`src/hdl/rmd_pkg.sv`:
```
// Package for the report message deframer: shared types, codes and helpers.
// No dependencies; imported by every module of the block.
package rmd_pkg;

  localparam int DEF_BUFFER_DEPTH = 256;
  localparam int Q_DEPTH          = 4;

  localparam logic [7:0] ETX_BYTE = 8'h03;
  localparam logic [7:0] GS_BYTE  = 8'h1D;

  localparam logic [7:0] RST_HEADER_FIRST  = 8'h81;
  localparam logic [7:0] RST_HEADER_SECOND = 8'h9F;
  localparam logic [7:0] RST_TYPED_MARKER  = 8'hF0;

  typedef enum logic [1:0] {
    CFG_HEADER_FIRST  = 2'd0,
    CFG_HEADER_SECOND = 2'd1,
    CFG_TYPED_MARKER  = 2'd2
  } cfg_idx_t;

  typedef enum logic {
    OP_BYTE = 1'b0,
    OP_READ = 1'b1
  } opcode_t;

  typedef enum logic [1:0] {
    RK_READ    = 2'd0,
    RK_READY   = 2'd1,
    RK_DROPPED = 2'd2
  } kind_t;

  typedef enum logic [1:0] {
    POS_HDR0      = 2'd0,
    POS_HDR1      = 2'd1,
    POS_FIRST_PAY = 2'd2,
    POS_PAY       = 2'd3
  } pos_t;

  // Memory access issued by the front for one item
  typedef struct packed {
    logic we;
    logic re;
  } mem_ctl_t;

  // Result descriptor leaving the front; read data joins it after the registered buffer read
  typedef struct packed {
    logic       valid;
    kind_t      kind;
    logic [7:0] length;
    logic       typed;
  } res_desc_t;

  typedef struct packed {
    kind_t      kind;
    logic [7:0] length;
    logic       typed;
    logic [7:0] read_byte;
  } result_t;

  function automatic logic allowed_char(input logic [7:0] c);
    return (c >= 8'd32 && c <= 8'd126) || c == 8'd9 || c == 8'd10 ||
           c == 8'd13 || c == GS_BYTE || c == ETX_BYTE;
  endfunction

endpackage

```
`src/hdl/report_message_deframer_core.sv`:
```
// Report message deframer, top level.
//
// Input stream: one item per transfer. in_tuser is the opcode (0 = report
// byte, 1 = buffer read), in_tlast marks the last byte of a report. Report
// bytes are checked against the two header registers; payload is gathered
// into the message buffer until ETX, which returns a ready or dropped result.
// Reads return one buffer byte. Configuration writes go through cfg_we,
// cfg_addr and cfg_wdata and take effect at the next edge.
//
// Throughput: one item per cycle while in_tready is high. A result passes
// the registered buffer read and then the result queue before it shows on
// the output. The four-entry queue holds results while the receiver stalls;
// in_tready drops once the queue plus the item in the buffer stage would
// fill it, so nothing is lost.
//
// Reset (synchronous, rst_n low) clears the message and framing state and
// the queue, and restores the register defaults. The buffer is not cleared.
module report_message_deframer_core
  import rmd_pkg::*;
#(
  parameter int BUFFER_DEPTH = DEF_BUFFER_DEPTH
) (
  input  logic        clk,
  input  logic        rst_n,
  input  logic        in_tvalid,
  output logic        in_tready,
  input  logic [23:0] in_tdata,   // data_byte[7:0], first_of_report[8], read_index[16:9]
  input  logic        in_tuser,   // opcode
  input  logic        in_tlast,
  output logic        out_tvalid,
  input  logic        out_tready,
  output logic [23:0] out_tdata,  // message_length[7:0], typed_message[8], read_byte[16:9]
  output logic [1:0]  out_tuser,  // result_kind
  input  logic        cfg_we,
  input  logic [1:0]  cfg_addr,
  input  logic [7:0]  cfg_wdata
);

  localparam int AW  = $clog2(BUFFER_DEPTH);
  localparam int QCW = $clog2(Q_DEPTH) + 1;

  mem_ctl_t       mem_ctl;
  logic [AW-1:0]  waddr, raddr;
  logic [7:0]     wdata;
  res_desc_t      desc;
  logic           push_valid;
  result_t        push_data;
  result_t        head_data;
  logic [QCW-1:0] q_count;
  logic [QCW-1:0] q_used;
  logic           in_xfer;

  assign q_used    = q_count + QCW'(push_valid);
  assign in_tready = q_used < QCW'(Q_DEPTH);
  assign in_xfer   = in_tvalid && in_tready;

  rmd_front #(.BUFFER_DEPTH(BUFFER_DEPTH)) u_front (
    .clk             (clk),
    .rst_n           (rst_n),
    .cfg_we          (cfg_we),
    .cfg_addr        (cfg_addr),
    .cfg_wdata       (cfg_wdata),
    .item_valid      (in_xfer),
    .opcode          (in_tuser),
    .data_byte       (in_tdata[7:0]),
    .first_of_report (in_tdata[8]),
    .last_of_report  (in_tlast),
    .read_index      (in_tdata[16:9]),
    .mem_ctl         (mem_ctl),
    .waddr           (waddr),
    .wdata           (wdata),
    .raddr           (raddr),
    .desc            (desc)
  );

  rmd_store #(.BUFFER_DEPTH(BUFFER_DEPTH)) u_store (
    .clk        (clk),
    .rst_n      (rst_n),
    .mem_ctl    (mem_ctl),
    .waddr      (waddr),
    .wdata      (wdata),
    .raddr      (raddr),
    .desc       (desc),
    .push_valid (push_valid),
    .push_data  (push_data)
  );

  rmd_queue u_queue (
    .clk        (clk),
    .rst_n      (rst_n),
    .push_valid (push_valid),
    .push_data  (push_data),
    .pop        (out_tvalid && out_tready),
    .head_valid (out_tvalid),
    .head_data  (head_data),
    .count      (q_count)
  );

  assign out_tuser = head_data.kind;
  assign out_tdata = {7'd0, head_data.read_byte, head_data.typed, head_data.length};

endmodule

```
`src/hdl/rmd_front.sv`:
```
// Front part: configuration registers, report framing and message state.
// Issues buffer writes/reads and result descriptors. Depends on rmd_pkg.
module rmd_front
  import rmd_pkg::*;
#(
  parameter int BUFFER_DEPTH = DEF_BUFFER_DEPTH,
  localparam int AW = $clog2(BUFFER_DEPTH)
) (
  input  logic          clk,
  input  logic          rst_n,
  input  logic          cfg_we,
  input  logic [1:0]    cfg_addr,
  input  logic [7:0]    cfg_wdata,
  input  logic          item_valid,
  input  logic          opcode,
  input  logic [7:0]    data_byte,
  input  logic          first_of_report,
  input  logic          last_of_report,
  input  logic [7:0]    read_index,
  output mem_ctl_t      mem_ctl,
  output logic [AW-1:0] waddr,
  output logic [7:0]    wdata,
  output logic [AW-1:0] raddr,
  output res_desc_t     desc
);

  logic [7:0]    header_first_r, header_second_r, typed_marker_r;
  logic [AW-1:0] raw_r, raw_nxt;
  logic [AW-1:0] kept_r, kept_nxt;
  logic          ovf_r, ovf_nxt;
  logic          typed_r, typed_nxt;
  pos_t          pos_r, pos_nxt;
  logic          ign_r, ign_nxt;
  logic          start_zero_r, start_zero_nxt;
  logic          in_range;

  assign in_range = 32'(read_index) < 32'(BUFFER_DEPTH);
  assign raddr    = AW'(read_index);
  assign waddr    = kept_r;
  assign wdata    = data_byte;

  always_ff @(posedge clk) begin
    if (!rst_n) begin
      header_first_r  <= RST_HEADER_FIRST;
      header_second_r <= RST_HEADER_SECOND;
      typed_marker_r  <= RST_TYPED_MARKER;
    end else if (cfg_we) begin
      case (cfg_addr)
        CFG_HEADER_FIRST:  header_first_r  <= cfg_wdata;
        CFG_HEADER_SECOND: header_second_r <= cfg_wdata;
        CFG_TYPED_MARKER:  typed_marker_r  <= cfg_wdata;
        default: ;
      endcase
    end
  end

  always_comb begin
    raw_nxt        = raw_r;
    kept_nxt       = kept_r;
    ovf_nxt        = ovf_r;
    typed_nxt      = typed_r;
    pos_nxt        = pos_r;
    ign_nxt        = ign_r;
    start_zero_nxt = start_zero_r;
    mem_ctl        = '0;
    desc           = '0;
    if (item_valid) begin
      if (opcode == OP_READ) begin
        desc.valid = 1'b1;
        desc.kind  = RK_READ;
        mem_ctl.re = in_range;
      end else begin
        if (first_of_report) begin
          pos_nxt        = POS_HDR0;
          ign_nxt        = 1'b0;
          start_zero_nxt = (raw_r == '0);
        end
        if (!ign_nxt) begin
          case (pos_nxt)
            POS_HDR0: begin
              if (data_byte != header_first_r) ign_nxt = 1'b1;
              else pos_nxt = POS_HDR1;
            end
            POS_HDR1: begin
              if (data_byte != header_second_r) ign_nxt = 1'b1;
              else pos_nxt = POS_FIRST_PAY;
            end
            default: begin
              // typed check: first payload byte of a report opening a message
              if (pos_nxt == POS_FIRST_PAY && start_zero_nxt &&
                  data_byte == typed_marker_r)
                typed_nxt = 1'b1;
              pos_nxt = POS_PAY;
              if (data_byte == ETX_BYTE) begin
                desc.valid = 1'b1;
                if (ovf_r) begin
                  desc.kind = RK_DROPPED;
                end else begin
                  desc.kind   = RK_READY;
                  desc.length = 8'(kept_r);
                  desc.typed  = typed_nxt;
                end
                raw_nxt   = '0;
                kept_nxt  = '0;
                ovf_nxt   = 1'b0;
                typed_nxt = 1'b0;
                ign_nxt   = 1'b1;
              end else if (!ovf_r) begin
                if (raw_r != AW'(BUFFER_DEPTH - 1)) begin
                  raw_nxt = raw_r + AW'(1);
                  if (typed_nxt || allowed_char(data_byte)) begin
                    mem_ctl.we = 1'b1;
                    kept_nxt   = kept_r + AW'(1);
                  end
                end else begin
                  // overflow: drop the whole message until ETX
                  raw_nxt   = '0;
                  kept_nxt  = '0;
                  ovf_nxt   = 1'b1;
                  typed_nxt = 1'b0;
                end
              end
            end
          endcase
        end
        if (last_of_report) ign_nxt = 1'b1;
      end
    end
  end

  always_ff @(posedge clk) begin
    if (!rst_n) begin
      raw_r        <= '0;
      kept_r       <= '0;
      ovf_r        <= 1'b0;
      typed_r      <= 1'b0;
      pos_r        <= POS_HDR0;
      ign_r        <= 1'b0;
      // the message count is zero at reset, so a report opened here starts clean
      start_zero_r <= 1'b1;
    end else begin
      raw_r        <= raw_nxt;
      kept_r       <= kept_nxt;
      ovf_r        <= ovf_nxt;
      typed_r      <= typed_nxt;
      pos_r        <= pos_nxt;
      ign_r        <= ign_nxt;
      start_zero_r <= start_zero_nxt;
    end
  end

endmodule

```
`src/hdl/rmd_store.sv`:
```
// Message buffer with registered read, plus the stage that joins read data
// to the result descriptor. Depends on rmd_pkg.
module rmd_store
  import rmd_pkg::*;
#(
  parameter int BUFFER_DEPTH = DEF_BUFFER_DEPTH,
  localparam int AW = $clog2(BUFFER_DEPTH)
) (
  input  logic          clk,
  input  logic          rst_n,
  input  mem_ctl_t      mem_ctl,
  input  logic [AW-1:0] waddr,
  input  logic [7:0]    wdata,
  input  logic [AW-1:0] raddr,
  input  res_desc_t     desc,
  output logic          push_valid,
  output result_t       push_data
);

  logic [7:0] mem [BUFFER_DEPTH];
  logic [7:0] rd_data_r;
  logic       rd_en_r;
  logic       s1_valid_r;
  res_desc_t  s1_desc_r;

  always_ff @(posedge clk) begin
    if (mem_ctl.we) mem[waddr] <= wdata;
    if (mem_ctl.re) rd_data_r <= mem[raddr];
  end

  always_ff @(posedge clk) begin
    if (!rst_n) begin
      s1_valid_r <= 1'b0;
    end else begin
      s1_valid_r <= desc.valid;
    end
  end

  always_ff @(posedge clk) begin
    s1_desc_r <= desc;
    rd_en_r   <= mem_ctl.re;
  end

  assign push_valid          = s1_valid_r;
  assign push_data.kind      = s1_desc_r.kind;
  assign push_data.length    = s1_desc_r.length;
  assign push_data.typed     = s1_desc_r.typed;
  // out-of-range reads return zero
  assign push_data.read_byte = rd_en_r ? rd_data_r : 8'd0;

endmodule

```
`src/hdl/rmd_queue.sv`:
```
// Short result queue between the buffer stage and the output channel.
// The head entry drives the output directly. Depends on rmd_pkg.
module rmd_queue
  import rmd_pkg::*;
#(
  localparam int QA  = $clog2(Q_DEPTH),
  localparam int QCW = QA + 1
) (
  input  logic           clk,
  input  logic           rst_n,
  input  logic           push_valid,
  input  result_t        push_data,
  input  logic           pop,
  output logic           head_valid,
  output result_t        head_data,
  output logic [QCW-1:0] count
);

  result_t        entries [Q_DEPTH];
  logic [QA-1:0]  wr_ptr_r, rd_ptr_r;
  logic [QCW-1:0] count_r, count_nxt;

  always_comb begin
    count_nxt = count_r;
    if (push_valid && !pop) count_nxt = count_r + QCW'(1);
    else if (!push_valid && pop) count_nxt = count_r - QCW'(1);
  end

  always_ff @(posedge clk) begin
    if (!rst_n) begin
      wr_ptr_r <= '0;
      rd_ptr_r <= '0;
      count_r  <= '0;
    end else begin
      if (push_valid) wr_ptr_r <= wr_ptr_r + QA'(1);
      if (pop) rd_ptr_r <= rd_ptr_r + QA'(1);
      count_r <= count_nxt;
    end
  end

  always_ff @(posedge clk) begin
    if (push_valid) entries[wr_ptr_r] <= push_data;
  end

  assign head_valid = (count_r != '0);
  assign head_data  = entries[rd_ptr_r];
  assign count      = count_r;

endmodule

```
`config.mk`:
```
export PLATFORM = sky130hd
export DESIGN_NAME = report_message_deframer_core
export DESIGN_NICKNAME = d
export VERILOG_FILES = /design/src/hdl/rmd_pkg.sv /design/src/hdl/report_message_deframer_core.sv /design/src/hdl/rmd_front.sv /design/src/hdl/rmd_store.sv /design/src/hdl/rmd_queue.sv
export SDC_FILE = /design/constraint.sdc
export NUM_CORES = 2
export LEC_CHECK = 0
export ABC_AREA = 1
export BUFFER_PORTS_ARGS = -buffer_cell sky130_fd_sc_hd__buf_2
export CORE_AREA = 4 4 478 480
export CTS_CLUSTER_DIAMETER = 40
export DETAILED_ROUTE_END_ITERATION = 10
export DIE_AREA = 0 0 482 484
export GPL_ROUTABILITY_DRIVEN = 0
export SYNTH_ARGS = -nofsm -noshare
export SYNTH_HDL_FRONTEND = slang
export SYNTH_SLANG_ARGS = --single-unit
```
`constraint.sdc`:
```
create_clock -name clk -period 3.1 [get_ports clk]
set_input_delay 0.62 -clock clk [delete_from_list [all_inputs] [get_ports clk]]
set_output_delay 0.62 -clock clk [all_outputs]
set_load 0.02 [all_outputs]
```
==> flow_summary.json <==
{
  "wl_um": 264000,
  "rows": 174,
  "cp.required_ns": 3.60,
  "routed_via_density": 5.49,
  "worst_pin_slew_ns": 1.13,
  "holdWs_ns": 0.0622,
  "hold_viol": 0,
  "rsz0062_at_grt": "yes",
  "synth_ff_type": "edfxtp_1",
  "timing.final.ws_setup_ns": 0.123,
  "clk_pin_slew_ns": 0.06,
  "slew_headroom_pct": 24.1,
  "dp_hpwl_um": 159000,
  "ys_seq_elements": 2200,
  "final_cell_area_um2": 107000,
  "dpl_cell_area_um2": 96600,
  "dp_slack_ns": -0.527,
  "io-pin-count": 69,
  "layout.nets": 8102,
  "chipWidth_um": 482,
  "status": "finished, final reports clean",
  "drt_iter0_markers": 7609,
  "yosysWarnings": 0,
  "grt_max_degree": 129,
  "grt_pass1_wl_um": 386000,
  "leakagePower_nw": 37.9,
  "powerDensity_nw_per_um2": 662,
  "power_w": 0.0707,
  "cts_inserted_buffers": 302,
  "timing.final.crit_period_ns": 2.98,
  "startpoint_type": "primary input",
  "syn-cell-area_um2": 89400,
  "crit_path_max_fanout": 20,
  "clock-root-buffer": "clkbuf_16",
  "peakVddDrop_v": 0.000485,
  "path_cells": "dlygate4sd3_1, buf_8, inv_1, buf_4, nand2_1, nor2_1, nand3_1, nand2_1, nor2_1, nand3_1, buf_4, nand4_4, buf_12, buf_12, nor3_1",
  "io_buffers": 54,
  "netlist-cell-type-count": 41,
  "grt_overflow_total": 0,
  "fillers": 19900,
  "layout-area-overhead-vs-synth_pct": 19.3,
  "maxSlewViolCount": 0,
  "track_usage_pct": 22.1,
  "worstSetupEndpointType": "flip-flop",
  "antenna_found_initial": 9,
  "multi_input_area_um2": 21900,
  "clock_sinks": 2200,
  "grt_pass1_vias": 59600,
  "clockBufferDepth": 4,
  "wl_per_cell_um": 23.4,
  "die-area_um2": 233000,
  "drc": 0,
  "yosysSeqAreaShare_pct": 73.1,
  "core_area_um2": 224000,
  "cts_tree": "yes",
  "critPathKind": "in -> reg",
  "finalClockSkew_ns": 0.0487,
  "htree_levels": 5,
  "max_stage_delay_ns": 0.73,
  "synth_area_per_cell_um2": 11.7,
  "crit_slowest_cell": "nor3_1",
  "dr_total_vias": 61900,
  "synth_edf_count": 2132,
  "fmax_mhz": 336,
  "fin_crit_sh_pct": 96.0,
  "tns_ns": 0,
  "insertion_delay_ns": 0.93,
  "finalSetupViolations": 0,
  "cap_viol_max_count": 0,
  "hp-class": "in -> reg",
  "die_h_um": 484,
  "async_flop_share_pct": 0,
  "initial_utilization_pct": 39.9,
  "arrival_ns": 3.48,
  "antenna_left": 0,
  "drive_gt1_share_pct": 13.8,
  "first_pass_iters": 6,
  "syn_inst": 7673,
  "ff_latch_area_um2": 65400
}
## power by group
| part | total (W) | internal [W] | switching (W) | leakage (nW) |
|---|---|---|---|---|
| logic | 0.00464 | 0.00127 | 0.00337 | 13.6 |
| registers | 0.0328 | 0.0327 | 0.0000671 | 19.7 |
| clock network | 0.0332 | 0.0202 | 0.0130 | 4.64 |
## cell families after synthesis
kind of cell / after synthesis / share of synthesized area, %
simple gates: 4689 / 23.0
fa+ha+maj: 12 / 0.176
compound gates: 123 / 0.744
xor+xnor: 14 / 0.145
flops: 2200 / 73.1
buf+inv: 634 / 2.79
other cells: 1 / 0.00419
## worst max-delay path: cells and delay by family
| family | cells | cell delay (ns) |
|---|---|---|
| buffers and inverters | 7 | 1.43 |
| AND/OR/NAND/NOR | 8 | 1.39 |
## cell usage after synthesis, types with 5 or more instances
master    number  area (um2)
nand2_1     2206        8280
ha_1          11         138
buf_4          7        52.6
nand3_1     2061       10300
clkbuf_1     408        1530
dfxtp_1       68        1360
a21oi_1       28         140
buf_2         66         330
nand4_1       16         100
o21ai_0       65         325
o22ai_1       19         119
inv_2          5        18.8
buf_1         53         199
edfxtp_1    2132       64000
inv_1         91         342
nor3_1       199         996
nor2_1       186         698
xnor2_1        9        78.8
o211ai_1       7        52.6
## metal layers
layer	wire (um)	up-vias	global-route usage, %
li1	-	28200	-
met1	107000	30400	30.1
met2	124000	2832	35.1
met3	22400	537	4.07
met4	10100	0	8.43
met5	0	-	0
## cells in the final DEF, fill, tap and decap left out, drive strengths merged, types with 9 or more instances in the layout
master | netlist | layout
a21oi | 29 | 29
buf | 127 | 589
bufinv | 0 | 24
clkbuf | 408 | 338
clkinv | 3 | 86
clkinvlp | 0 | 34
dfxtp | 68 | 68
dlygate4sd3 | 0 | 11
edfxtp | 2132 | 2132
ha | 11 | 11
inv | 96 | 142
nand2 | 2207 | 2207
nand3 | 2068 | 2068
nand4 | 18 | 18
nor2 | 189 | 189
nor3 | 200 | 200
o21ai | 66 | 66
o22ai | 19 | 19
xnor2 | 9 | 9
## path summary, 6_finish.rpt
check                   start                  to  slack (ns)  depth (start not counted)
max reg2reg  u_front.raw_r[0]   u_store.mem[3][3]        0.16                         12
max               in_tdata[1]   u_store.mem[3][3]        0.12                         15
min               in_tdata[2]  u_store.mem[31][2]        0.06                          2
min reg2reg  u_front.raw_r[5]    u_front.raw_r[5]        0.47                          2
## state kept, by name (all words and copies together) (netlist names), 2 cells and up, named ones only
| signal | flops |
|---|---|
| u_front.waddr | 8 |
| u_store.rd_data_r | 8 |
| u_queue.rd_ptr_r | 2 |
| u_store.push_data | 11 |
| u_store.mem | 2048 |
| u_front.header_first_r | 8 |
| u_queue.count | 3 |
| u_front.typed_marker_r | 8 |
| u_front.raw_r | 8 |
| u_queue.wr_ptr_r | 2 |
| u_front.pos_r | 2 |
| u_queue.entries | 76 |
| u_front.header_second_r | 8 |
## metrics by stage
| step | instances | utilization [%] |
|---|---|---|
| finish | 11300 | 47.6 |
| global route | 11300 | 47.6 |
| CTS | 11300 | 47.5 |
| detailed placement | 10700 | 43.1 |
| global placement | 10700 | 43.1 |
| floorplan | 7679 | - |
## layout make-up
type	instances	area share (%)
Clock buffer	337	7.29
Clock inverter	187	1.75
Timing Repair Buffer	601	5.23
Inverter	99	0.379
Multi-Input combinational cell	4845	20.5
Sequential cell	2200	61.3
Antenna cell	5	0.0117
Tap cell	2992	3.51
## repair_timing
| action | CTS | global route |
|---|---|---|
| hold buffers | 11 | 0 |
| cloned | 0 | 1 |
| gates resized for setup | 23 | 28 |
| buffers inserted | 0 | 4 |
| setup endpoints to repair | 183 | 350 |
| hold endpoints to repair | 25 | 0 |
| pin swaps | 0 | 2 |
No activity file was read; power rests on OpenSTA's default activity.
